===== src/rtl/primer_wildcard_locator_macros.svh =====
// ----------------------------------------------------------------------------
// primer wildcard locator assertion macros
// concurrent checks on clk, disabled while rst_n is low
// ----------------------------------------------------------------------------
`ifndef PRIMER_WILDCARD_LOCATOR_MACROS_SVH
`define PRIMER_WILDCARD_LOCATOR_MACROS_SVH
`ifndef SYNTHESIS
`define PWL_ASSERT_IMP(lbl, ante, cons, msg) \
  lbl: assert property (@(posedge clk) disable iff (!rst_n) (ante) |-> (cons)) else $error(msg);
`define PWL_ASSERT_NXT(lbl, ante, cons, msg) \
  lbl: assert property (@(posedge clk) disable iff (!rst_n) (ante) |=> (cons)) else $error(msg);
`else
`define PWL_ASSERT_IMP(lbl, ante, cons, msg)
`define PWL_ASSERT_NXT(lbl, ante, cons, msg)
`endif
`endif


===== src/rtl/pwl_pkg.sv =====
// ----------------------------------------------------------------------------
// pwl_pkg
// shared types and constants of the primer wildcard locator
// ----------------------------------------------------------------------------
package pwl_pkg;

  localparam int CODE_W     = 4;
  localparam int PRIMER_CAP = 32;
  localparam int IDX_W      = 5;
  localparam int LEN_W      = 6;
  localparam int CFG_W      = 64;
  localparam int CFG_IDX_W  = 2;
  localparam int STATUS_W   = 2;
  localparam int BEGIN_W    = 16;
  localparam int END_W      = 17;
  localparam int MASK_W     = 32;

  localparam logic [CFG_IDX_W-1:0] REG_CODES_LOW  = 2'd0;
  localparam logic [CFG_IDX_W-1:0] REG_CODES_HIGH = 2'd1;
  localparam logic [CFG_IDX_W-1:0] REG_LENGTH     = 2'd2;
  localparam logic [CFG_IDX_W-1:0] REG_REVERSE    = 2'd3;

  localparam logic [STATUS_W-1:0] ST_FOUND     = 2'd0;
  localparam logic [STATUS_W-1:0] ST_NOT_FOUND = 2'd1;
  localparam logic [STATUS_W-1:0] ST_GAP       = 2'd2;

  localparam logic [CODE_W-1:0] NT_GAP = 4'd15;

  typedef logic [PRIMER_CAP-1:0][CODE_W-1:0] pwl_win_t;

  // per orientation, aligned to the window (newest code at position 0)
  typedef struct packed {
    logic [LEN_W-1:0]                  len;
    logic                              rev;
    logic                              gap;
    logic [1:0][PRIMER_CAP-1:0]        care;
    logic [1:0][PRIMER_CAP-1:0][1:0]   base;
    logic [1:0][PRIMER_CAP-1:0]        wild;
  } pwl_pat_t;

  typedef struct packed {
    logic     valid;
    logic     last;
    logic     upd;
    pwl_win_t win;
  } pwl_stage_t;

endpackage


===== src/rtl/pwl_pattern.sv =====
// ----------------------------------------------------------------------------
// pwl_pattern
// configuration registers and the registered search patterns for both
// orientations
// ----------------------------------------------------------------------------
module pwl_pattern import pwl_pkg::*; #(
  parameter int PRIMER_MAX = 32
) (
  input  logic                 clk,
  input  logic                 rst_n,
  input  logic                 cfg_wr_en,
  input  logic [CFG_IDX_W-1:0] cfg_index,
  input  logic [CFG_W-1:0]     cfg_wr_data,
  output pwl_pat_t             pat
);

  localparam logic [LEN_W-1:0] LenCap = LEN_W'(PRIMER_MAX);

  logic [CFG_W-1:0] codes_lo_r;
  logic [CFG_W-1:0] codes_hi_r;
  logic [LEN_W-1:0] len_cfg_r;
  logic             rev_cfg_r;

  pwl_pat_t pat_r;
  pwl_pat_t pat_nxt;

  logic [PRIMER_CAP-1:0][CODE_W-1:0] primer;
  logic [LEN_W-1:0]                  len_eff;
  logic [PRIMER_CAP-1:0]             plain_care;
  logic [PRIMER_CAP-1:0]             comp_care;
  logic [PRIMER_CAP-1:0]             plain_wild;
  logic [PRIMER_CAP-1:0]             comp_wild;
  logic [PRIMER_CAP-1:0]             gap_hit;
  logic [PRIMER_CAP-1:0][1:0]        plain_base;
  logic [PRIMER_CAP-1:0][1:0]        comp_base;

  always_ff @(posedge clk) begin
    if (!rst_n) begin
      codes_lo_r <= '0;
      codes_hi_r <= '0;
      len_cfg_r  <= LEN_W'(1);
      rev_cfg_r  <= 1'b0;
    end else if (cfg_wr_en) begin
      unique case (cfg_index)
        REG_CODES_LOW:  codes_lo_r <= cfg_wr_data;
        REG_CODES_HIGH: codes_hi_r <= cfg_wr_data;
        REG_LENGTH:     len_cfg_r  <= cfg_wr_data[LEN_W-1:0];
        REG_REVERSE:    rev_cfg_r  <= cfg_wr_data[0];
      endcase
    end
  end

  assign primer = {codes_hi_r, codes_lo_r};

  always_comb begin
    priority if (len_cfg_r == '0) begin
      len_eff = LEN_W'(1);
    end else if (len_cfg_r > LenCap) begin
      len_eff = LenCap;
    end else begin
      len_eff = len_cfg_r;
    end
  end

  // plain care and base read the primer backwards, complement ones read it forwards; wildcard masks the other way
  always_comb begin
    logic [LEN_W-1:0]  ridx;
    logic [CODE_W-1:0] rc;
    logic [CODE_W-1:0] dc;
    logic              in_len;
    for (int j = 0; j < PRIMER_CAP; j++) begin
      in_len        = LEN_W'(j) < len_eff;
      ridx          = len_eff - LEN_W'(j) - LEN_W'(1);
      rc            = primer[ridx[IDX_W-1:0]];
      dc            = primer[j];
      plain_care[j] = in_len && (rc[3:2] == 2'b00);
      plain_base[j] = rc[1:0];
      plain_wild[j] = in_len && (dc[3:2] != 2'b00);
      comp_care[j]  = in_len && (dc[3:2] == 2'b00);
      comp_base[j]  = ~dc[1:0];
      comp_wild[j]  = in_len && (rc[3:2] != 2'b00);
      gap_hit[j]    = in_len && (dc == NT_GAP);
    end
  end

  always_comb begin
    pat_nxt.len     = len_eff;
    pat_nxt.rev     = rev_cfg_r;
    pat_nxt.gap     = |gap_hit;
    pat_nxt.care[0] = rev_cfg_r ? comp_care  : plain_care;
    pat_nxt.care[1] = rev_cfg_r ? plain_care : comp_care;
    pat_nxt.base[0] = rev_cfg_r ? comp_base  : plain_base;
    pat_nxt.base[1] = rev_cfg_r ? plain_base : comp_base;
    pat_nxt.wild[0] = rev_cfg_r ? comp_wild  : plain_wild;
    pat_nxt.wild[1] = rev_cfg_r ? plain_wild : comp_wild;
  end

  always_ff @(posedge clk) begin
    pat_r <= pat_nxt;
  end

  assign pat = pat_r;

endmodule


===== src/rtl/pwl_window.sv =====
// ----------------------------------------------------------------------------
// pwl_window
// reference shift window, position counter and the input stage register
// ----------------------------------------------------------------------------
module pwl_window import pwl_pkg::*; #(
  parameter  int PRIMER_MAX = 32,
  parameter  int REF_MAX    = 65536,
  localparam int POS_W      = $clog2(REF_MAX + 1)
) (
  input  logic              clk,
  input  logic              rst_n,
  input  logic              in_valid,
  output logic              in_ready,
  input  logic [CODE_W-1:0] in_ref_code,
  input  logic              in_ref_last,
  input  logic              s1_go,
  output pwl_stage_t        stage,
  output logic [POS_W-1:0]  stage_pos
);

  logic [PRIMER_MAX-1:0][CODE_W-1:0] win_r;
  logic [PRIMER_MAX-1:0][CODE_W-1:0] win_shift;
  pwl_win_t                          win_pad;
  logic [POS_W-1:0]                  pos_r;
  logic [POS_W-1:0]                  pos_nxt;
  logic                              upd;
  logic                              accept;

  logic             stage_valid_r;
  logic             stage_last_r;
  logic             stage_upd_r;
  pwl_win_t         stage_win_r;
  logic [POS_W-1:0] stage_pos_r;

  for (genvar j = 0; j < PRIMER_MAX; j++) begin : g_shift
    if (j == 0) begin : g_head
      assign win_shift[j] = in_ref_code;
    end else begin : g_tail
      assign win_shift[j] = win_r[j-1];
    end
  end

  always_comb begin
    win_pad = '0;
    for (int j = 0; j < PRIMER_MAX; j++) begin
      win_pad[j] = win_shift[j];
    end
  end

  assign upd      = pos_r < POS_W'(REF_MAX);
  assign pos_nxt  = upd ? pos_r + POS_W'(1) : pos_r;
  assign in_ready = !stage_valid_r || s1_go;
  assign accept   = in_valid && in_ready;

  always_ff @(posedge clk) begin
    if (!rst_n) begin
      pos_r         <= '0;
      stage_valid_r <= 1'b0;
    end else begin
      if (accept) begin
        pos_r <= in_ref_last ? '0 : pos_nxt;
      end
      if (accept) begin
        stage_valid_r <= 1'b1;
      end else if (s1_go) begin
        stage_valid_r <= 1'b0;
      end
    end
  end

  // codes past the length limit leave the window alone
  always_ff @(posedge clk) begin
    if (accept) begin
      if (upd) begin
        win_r <= win_shift;
      end
      stage_last_r <= in_ref_last;
      stage_upd_r  <= upd;
      stage_win_r  <= win_pad;
      stage_pos_r  <= pos_nxt;
    end
  end

  assign stage = '{valid: stage_valid_r, last: stage_last_r, upd: stage_upd_r,
                   win: stage_win_r};
  assign stage_pos = stage_pos_r;

endmodule


===== src/rtl/pwl_match.sv =====
// ----------------------------------------------------------------------------
// pwl_match
// window compare for both orientations, leftmost match record and the
// result register
// ----------------------------------------------------------------------------
`include "primer_wildcard_locator_macros.svh"

module pwl_match import pwl_pkg::*; #(
  parameter  int REF_MAX = 65536,
  localparam int POS_W   = $clog2(REF_MAX + 1)
) (
  input  logic                  clk,
  input  logic                  rst_n,
  input  pwl_stage_t            stage,
  input  logic [POS_W-1:0]      stage_pos,
  input  pwl_pat_t              pat,
  output logic                  s1_go,
  output logic                  out_valid,
  input  logic                  out_ready,
  output logic [STATUS_W-1:0]   out_status,
  output logic                  out_oriented_reversed,
  output logic [BEGIN_W-1:0]    out_match_begin,
  output logic [END_W-1:0]      out_match_end,
  output logic [MASK_W-1:0]     out_wildcard_mask,
  output logic [CFG_W-1:0]      out_matched_ref_low,
  output logic [CFG_W-1:0]      out_matched_ref_high
);

  localparam int BEG_W = (POS_W > BEGIN_W) ? POS_W : BEGIN_W;
  localparam int SUM_W = (POS_W + 1 > END_W) ? POS_W + 1 : END_W;

  logic [1:0]                  found_r;
  logic [1:0]                  found_n;
  logic [1:0][PRIMER_CAP-1:0]  miss;
  logic [1:0]                  match;
  logic [1:0]                  hit;
  logic [1:0][POS_W-1:0]       beg_r;
  logic [1:0][POS_W-1:0]       beg_n;
  logic [1:0][2*CFG_W-1:0]     mwin_r;
  logic [1:0][2*CFG_W-1:0]     mwin_n;
  pwl_win_t                    rwin;
  logic                        reach;
  logic                        out_free;
  logic                        load;

  logic [STATUS_W-1:0] st;
  logic                sel;
  logic [BEG_W-1:0]    beg_ext;
  logic [SUM_W-1:0]    end_sum;

  logic                out_valid_r;
  logic [STATUS_W-1:0] out_status_r;
  logic                out_ori_r;
  logic [BEGIN_W-1:0]  out_begin_r;
  logic [END_W-1:0]    out_end_r;
  logic [MASK_W-1:0]   out_mask_r;
  logic [CFG_W-1:0]    out_lo_r;
  logic [CFG_W-1:0]    out_hi_r;

  always_comb begin
    for (int o = 0; o < 2; o++) begin
      for (int j = 0; j < PRIMER_CAP; j++) begin
        miss[o][j] = pat.care[o][j] && (stage.win[j] != {2'b00, pat.base[o][j]});
      end
      match[o] = ~|miss[o];
    end
  end

  // matched codes in pattern order, oldest first
  always_comb begin
    logic [LEN_W-1:0] ridx;
    for (int i = 0; i < PRIMER_CAP; i++) begin
      ridx    = pat.len - LEN_W'(i) - LEN_W'(1);
      rwin[i] = (LEN_W'(i) < pat.len) ? stage.win[ridx[IDX_W-1:0]] : '0;
    end
  end

  assign reach = stage_pos >= POS_W'(pat.len);

  always_comb begin
    for (int o = 0; o < 2; o++) begin
      hit[o]     = stage.valid && stage.upd && reach && !found_r[o] && match[o];
      found_n[o] = found_r[o] || hit[o];
      beg_n[o]   = hit[o] ? stage_pos - POS_W'(pat.len) : beg_r[o];
      mwin_n[o]  = hit[o] ? rwin : mwin_r[o];
    end
  end

  always_comb begin
    sel = 1'b0;
    priority if (pat.rev && pat.gap) begin
      st = ST_GAP;
    end else if (found_n[0]) begin
      st = ST_FOUND;
    end else if (pat.gap) begin
      st = ST_GAP;
    end else if (found_n[1]) begin
      st  = ST_FOUND;
      sel = 1'b1;
    end else begin
      st = ST_NOT_FOUND;
    end
  end

  assign beg_ext = BEG_W'(beg_n[sel]);
  assign end_sum = SUM_W'(beg_n[sel]) + SUM_W'(pat.len);

  assign out_free = !out_valid_r || out_ready;
  assign s1_go    = stage.valid && (!stage.last || out_free);
  assign load     = s1_go && stage.last;

  always_ff @(posedge clk) begin
    if (!rst_n) begin
      found_r     <= '0;
      out_valid_r <= 1'b0;
    end else begin
      if (s1_go) begin
        found_r <= stage.last ? '0 : found_n;
      end
      if (load) begin
        out_valid_r <= 1'b1;
      end else if (out_ready) begin
        out_valid_r <= 1'b0;
      end
    end
  end

  always_ff @(posedge clk) begin
    if (s1_go) begin
      beg_r  <= beg_n;
      mwin_r <= mwin_n;
    end
    if (load) begin
      out_status_r <= st;
      if (st == ST_FOUND) begin
        out_ori_r   <= sel ^ pat.rev;
        out_begin_r <= beg_ext[BEGIN_W-1:0];
        out_end_r   <= end_sum[END_W-1:0];
        out_mask_r  <= pat.wild[sel];
        out_lo_r    <= mwin_n[sel][CFG_W-1:0];
        out_hi_r    <= mwin_n[sel][2*CFG_W-1:CFG_W];
      end else begin
        out_ori_r   <= 1'b0;
        out_begin_r <= '0;
        out_end_r   <= '0;
        out_mask_r  <= '0;
        out_lo_r    <= '0;
        out_hi_r    <= '0;
      end
    end
  end

  assign out_valid             = out_valid_r;
  assign out_status            = out_status_r;
  assign out_oriented_reversed = out_ori_r;
  assign out_match_begin       = out_begin_r;
  assign out_match_end         = out_end_r;
  assign out_wildcard_mask     = out_mask_r;
  assign out_matched_ref_low   = out_lo_r;
  assign out_matched_ref_high  = out_hi_r;

  `PWL_ASSERT_NXT(a_found_cleared, s1_go && stage.last, found_r == 2'b00, "match record not cleared after last item")
  `PWL_ASSERT_NXT(a_found0_held, found_r[0] && !(s1_go && stage.last), found_r[0], "orientation 0 match lost mid-reference")
  `PWL_ASSERT_NXT(a_found1_held, found_r[1] && !(s1_go && stage.last), found_r[1], "orientation 1 match lost mid-reference")
  `PWL_ASSERT_IMP(a_zero_on_miss, out_valid_r && out_status_r != ST_FOUND, out_begin_r == '0 && out_mask_r == '0 && out_lo_r == '0 && out_hi_r == '0, "result fields set without a match")
  `PWL_ASSERT_IMP(a_result_from_last, $rose(out_valid_r), $past(s1_go && stage.last), "result raised without a last item")

endmodule


===== src/rtl/primer_wildcard_locator.sv =====
// ----------------------------------------------------------------------------
// primer_wildcard_locator
// streams reference nucleotide codes and reports the leftmost wildcard match
// of the first orientation, else of the second (primer or reverse complement), at the last item
// ----------------------------------------------------------------------------
//  channel  ports                    moves
//  in       in_valid / in_ready      one reference code and its last mark
//  out      out_valid / out_ready    one result per reference, at its last item
//  cfg      cfg_wr_en                primer codes, length, reverse flag
//
//  one item per cycle unless a waiting result stalls the input; an item is compared
//  in the input stage register after it is taken, and its result, if last, is loaded
//  into the output register when it leaves that stage; the window and position counter
//  update on accept, the compare and the leftmost-match record update in the next stage
//  a result waiting in the output register holds the next last item in the
//  input stage, and the input stalls behind it until the result is taken
//  synchronous active-low reset clears config, counters, match flags and valids
// ----------------------------------------------------------------------------
module primer_wildcard_locator import pwl_pkg::*; #(
  parameter int PRIMER_MAX = 32,
  parameter int REF_MAX    = 65536
) (
  input  logic                 clk,
  input  logic                 rst_n,
  input  logic                 cfg_wr_en,
  input  logic [CFG_IDX_W-1:0] cfg_index,
  input  logic [CFG_W-1:0]     cfg_wr_data,
  input  logic                 in_valid,
  output logic                 in_ready,
  input  logic [CODE_W-1:0]    in_ref_code,
  input  logic                 in_ref_last,
  output logic                 out_valid,
  input  logic                 out_ready,
  output logic [STATUS_W-1:0]  out_status,
  output logic                 out_oriented_reversed,
  output logic [BEGIN_W-1:0]   out_match_begin,
  output logic [END_W-1:0]     out_match_end,
  output logic [MASK_W-1:0]    out_wildcard_mask,
  output logic [CFG_W-1:0]     out_matched_ref_low,
  output logic [CFG_W-1:0]     out_matched_ref_high
);

  localparam int POS_W = $clog2(REF_MAX + 1);

  pwl_pat_t         pat;
  pwl_stage_t       stage;
  logic [POS_W-1:0] stage_pos;
  logic             s1_go;

  pwl_pattern #(
    .PRIMER_MAX (PRIMER_MAX)
  ) u_pattern (
    .clk         (clk),
    .rst_n       (rst_n),
    .cfg_wr_en   (cfg_wr_en),
    .cfg_index   (cfg_index),
    .cfg_wr_data (cfg_wr_data),
    .pat         (pat)
  );

  pwl_window #(
    .PRIMER_MAX (PRIMER_MAX),
    .REF_MAX    (REF_MAX)
  ) u_window (
    .clk         (clk),
    .rst_n       (rst_n),
    .in_valid    (in_valid),
    .in_ready    (in_ready),
    .in_ref_code (in_ref_code),
    .in_ref_last (in_ref_last),
    .s1_go       (s1_go),
    .stage       (stage),
    .stage_pos   (stage_pos)
  );

  pwl_match #(
    .REF_MAX (REF_MAX)
  ) u_match (
    .clk                   (clk),
    .rst_n                 (rst_n),
    .stage                 (stage),
    .stage_pos             (stage_pos),
    .pat                   (pat),
    .s1_go                 (s1_go),
    .out_valid             (out_valid),
    .out_ready             (out_ready),
    .out_status            (out_status),
    .out_oriented_reversed (out_oriented_reversed),
    .out_match_begin       (out_match_begin),
    .out_match_end         (out_match_end),
    .out_wildcard_mask     (out_wildcard_mask),
    .out_matched_ref_low   (out_matched_ref_low),
    .out_matched_ref_high  (out_matched_ref_high)
  );

endmodule

===== config.mk =====
export PLATFORM = sky130hd
export DESIGN_NAME = primer_wildcard_locator
export DESIGN_NICKNAME = d
export VERILOG_FILES = /design/src/rtl/pwl_pkg.sv /design/src/rtl/pwl_pattern.sv /design/src/rtl/pwl_window.sv /design/src/rtl/pwl_match.sv /design/src/rtl/primer_wildcard_locator.sv
export VERILOG_INCLUDE_DIRS = /design/src /design/src/rtl
export SDC_FILE = /design/constraint.sdc
export NUM_CORES = 2
export LEC_CHECK = 0
export ABC_AREA = 1
export BUFFER_PORTS_ARGS = -buffer_cell sky130_fd_sc_hd__clkbuf_2
export CAP_MARGIN = 10
export CELL_PAD_IN_SITES_DETAIL_PLACEMENT = 2
export CELL_PAD_IN_SITES_GLOBAL_PLACEMENT = 2
export CORE_ASPECT_RATIO = 0.9
export CORE_MARGIN = 2
export CORE_UTILIZATION = 38
export CTS_CLUSTER_SIZE = 16
export DETAILED_ROUTE_END_ITERATION = 8
export PLACE_DENSITY_LB_ADDON = 0.1
export SETUP_SLACK_MARGIN = 0.3
export SKIP_LAST_GASP = 1
export SLEW_MARGIN = 10
export SYNTH_ARGS = -nofsm -noshare
export SYNTH_HDL_FRONTEND = slang
export SYNTH_SLANG_ARGS = --single-unit

===== constraint.sdc =====
create_clock -name clk -period 17.65 [get_ports clk]
set_input_delay 3.53 -clock clk [delete_from_list [all_inputs] [get_ports clk]]
set_output_delay 3.53 -clock clk [all_outputs]
set_load 0.01 [all_outputs]

==> flow_summary_export.csv <==
group,metric,value,unit
clock_network,htree_levels,4,
clock_network,ctsHoldBuffers,0,
synth,synth.avg_cell_area,7.90,sq um
sta,fmax,0.127,GHz
status,outcome,"complete, but fails checks",
clock_network,clock-root-buffer,"clkbuf_16",
detailed_routing,met2_length,152,mm
detailed_routing,routed.top_layer,"met5",
critical_path,end_kind,"output port",
finish,syn2layout_area_growth,11.8,%
critical_path,crit_chain,"clkbuf_2 -> nor2_1 -> nand3_1 -> clkbuf_2",
critical_path,crit_top_cell,"clkbuf_2",
sta,slew_headroom,-0.0141,
sta,finClkSkew,0.0443,ns
pwr,power_density,115,nW/um^2
finish,design.final.nets,8251,
detailed_routing,drt_iter0_drc,5407,
critical_path,cp-start-kind,"input port",
clock_network,ctsResizeCount,0,
critical_path,required,14.12,ns
synth,synth_top_cell_by_area,"edfxtp_1",
sta,finalSetupViolCount,0,
clock_network,cts.sinks,1177,
placement,placement.io_buffers,273,
clock_network,clkTransAtPathRegs,0.06,ns
synth,yosys-top-cells-area,"edfxtp_1, nand2_1, dfxtp_1",
global_routing,grt_use_total,0.374,
critical_path,cpMaxStageDelayCell,"nor2_1",
synth,yosys_most_used_dff,"edfxtp_1",
placement,place_congestion,1.03,
sta,hold_viol,0,
detailed_routing,route.detailed.drc,0,
detailed_routing,ant_nets,0,
clock_network,insertion_delay,0.81,ns
sta,tns,0,ns
critical_path,critPathKind,"in2out",
critical_path,max_stage_delay,0.29,ns
sta,finalCritPeriodShare,0.445,
global_routing,grt_remaining_overflow,0,
die,ios,274,
clock_network,numCtsBuffers,134,
die,rows,142,
synth,synth_top_area_share,0.357,
sta,worst_pin_slew,1.51,ns
detailed_routing,finalWirelength,327,mm
die,die_area,171000,sq um
sta,grt_setup_unrepaired,"no",
finish,fillers,18908,
synth,yosysSeqAreaShare,0.489,
placement,hpwl,253,mm
detailed_routing,viasPerCell,5.86,
critical_path,critPathBufInv,2,
synth,synth-edff-count,757,
finish,final_layout_size_suffix_gt1_frac,0.0874,
die,core_area,166000,sq um
run,maxCapViolCount,1,
global_routing,grt_pass1_wl,462,mm
clock_network,ctsLongestPathBuffers,3,
global_routing,grt_max_degree,115,
min_path,min_path_type,"reg2reg",
detailed_routing,wl_per_cell,31.2,um
detailed_routing,drt-met1-wl,133,mm
finish,multi_input_area,28200,sq um
synth,async_flop_share,0,
synth,postSynthNetCount,8181,
sta,fin_crit,7.86,ns
critical_path,cp_top_family,"simple AND/OR/NAND/NOR gates",
placement,pre_cts_slack,9.78,ns
sta,drv_slew,4,
synth,syn_area,63700,sq um
global_routing,grt_pass1_vias,63623,
synth,yosys_warnings,0,
status,violations,"capacitance limit, slew limit",
die,die_h,392,um
sta,worst_slack,9.79,ns
detailed_routing,dr_wl_met3,18.3,mm
finish,ff_latch_area,31100,sq um
die,start_util,0.383,
detailed_routing,vias,61459,
clock_network,post_cts_buffers,0,
synth,yosys_register_bits,1177,
clock_network,cts_tree,"done",
critical_path,worstPathArrival,4.33,ns
die,chipWidth,436,um
synth,synth.distinct_cells,60,
synth,synth_cells,8064,
global_routing,antenna_found_initial,32,
detailed_routing,drt-pass1-iter-count,6,
pwr,ir_drop,76.4,uV
pwr,p_leak,29.4,nW
critical_path,critPathMaxFanout,3,
## cells in the mapped netlist, types with 52 or more instances
cell type  count
a21oi_1      342
buf_2        107
clkbuf_1     268
dfxtp_1      420
edfxtp_1     757
inv_1        627
mux2i_1      199
nand2_1     2278
nand3_1      594
nor2_1       369
nor3_1        52
o211ai_1      92
o21ai_0     1411
o21ai_1       80
xor2_1        61
## per-stage QoR
| step | hold slack [ns] | power, mW | std cells | cell area [sq um] | utilization |
|---|---|---|---|---|---|
| 3_5_place_dp | 0.409 | 5.34 | 10230 | 66900 | 0.402 |
| 4_1_cts | 0.424 | 8.18 | 10472 | 71200 | 0.428 |
| 2_1_floorplan | 0.383 | 4.39 | 8064 | 63700 | - |
| 6_report | 0.425 | 8.20 | 10481 | 71200 | 0.428 |
| 5_1_grt | 0.431 | 8.47 | 10474 | 71200 | 0.428 |
| 3_3_place_gp | 0.401 | 5.25 | 10230 | 66900 | 0.402 |
## worst register-to-register path: cells and delay by family, from the launching register on
kind                     cells  cell delay [ns]
AO/OA/AOI/OAI                2             0.23
AND/OR/NAND/NOR             21             3.22
flip-flops                   1             0.78
buffers and inverters        5             1.27
adder cells (fa/ha/maj)      3             1.02
## power by group
part           internal [mW]  leakage, nW  switching [mW]  total (mW)
registers               3.13         10.7           0.141        3.27
clock network           1.58         2.13            1.26        2.84
logic                  0.478         16.6            1.61        2.08
total                   5.19         29.4            3.00        8.20
## registers in the layout, summed over array words and instances (netlist names), 64 cells and up
signal / flops
u_pattern.pat: 264
u_match.mwin_r: 256
u_window.stage: 128
u_window.win_pad: 124
u_match.out_matched_ref_high: 64
u_match.out_matched_ref_low: 64
u_pattern.codes_hi_r: 64
u_pattern.codes_lo_r: 64
## metal layers
metal,GRT usage,vias up
li1,-,27381
met1,0.468,31511
met2,0.612,2015
met3,0.0493,544
met4,0.240,8
met5,0,-
## final cells by class
| cell class | instances | area share |
|---|---|---|
| diodes | 9 | 0.000316 |
| clock buffers | 181 | 0.0522 |
| clock inverters | 61 | 0.00880 |
| inverters | 670 | 0.0358 |
| multi-input cells | 5774 | 0.396 |
| flip-flops and latches | 1177 | 0.437 |
| well taps | 2232 | 0.0392 |
| repair buffers | 377 | 0.0302 |
## worst paths after layout
kind,start,to,slack (ns),cells after the start
setup / recovery,out_ready,in_ready,9.79,4
hold / removal,u_window.win_pad[126],u_window.stage[126],0.42,0
setup reg to reg,u_pattern.pat[263],u_match.out_match_end[14],10.90,31
hold reg to reg,u_window.win_pad[126],u_window.stage[126],0.42,0
## cells by family (layout without fill, tap and decap cells)
kind of cell    after synthesis  in the layout  share of synthesized area
compound gates             2013           2013                      0.165
xor+xnor                    103            103                     0.0156
fa+ha+maj                    41             41                    0.00829
buf+inv                    1113           1289                     0.0700
flops                      1177           1177                      0.489
mux                         203            203                     0.0320
other cells                   0              9                          0
simple gates               3414           3414                      0.220
## placed cells by master, fill, tap and decap left out, types with 17 or more instances in the layout
cell	instances
xnor2_1	33
nand3_1	594
nor3_1	52
or2_2	44
o21ai_1	81
ha_1	37
clkinv_1	22
mux2i_1	199
o31ai_1	36
clkinv_2	23
inv_2	34
o211ai_1	92
dfxtp_1	416
edfxtp_1	757
clkbuf_2	273
buf_4	105
xor2_1	58
clkbuf_1	31
nand4_1	35
nand2_1	2276
inv_1	620
clkbuf_16	137
a21oi_1	342
o21ai_0	1410
o22ai_1	17
nor2_1	366
Power figures use the tool's default switching activity.
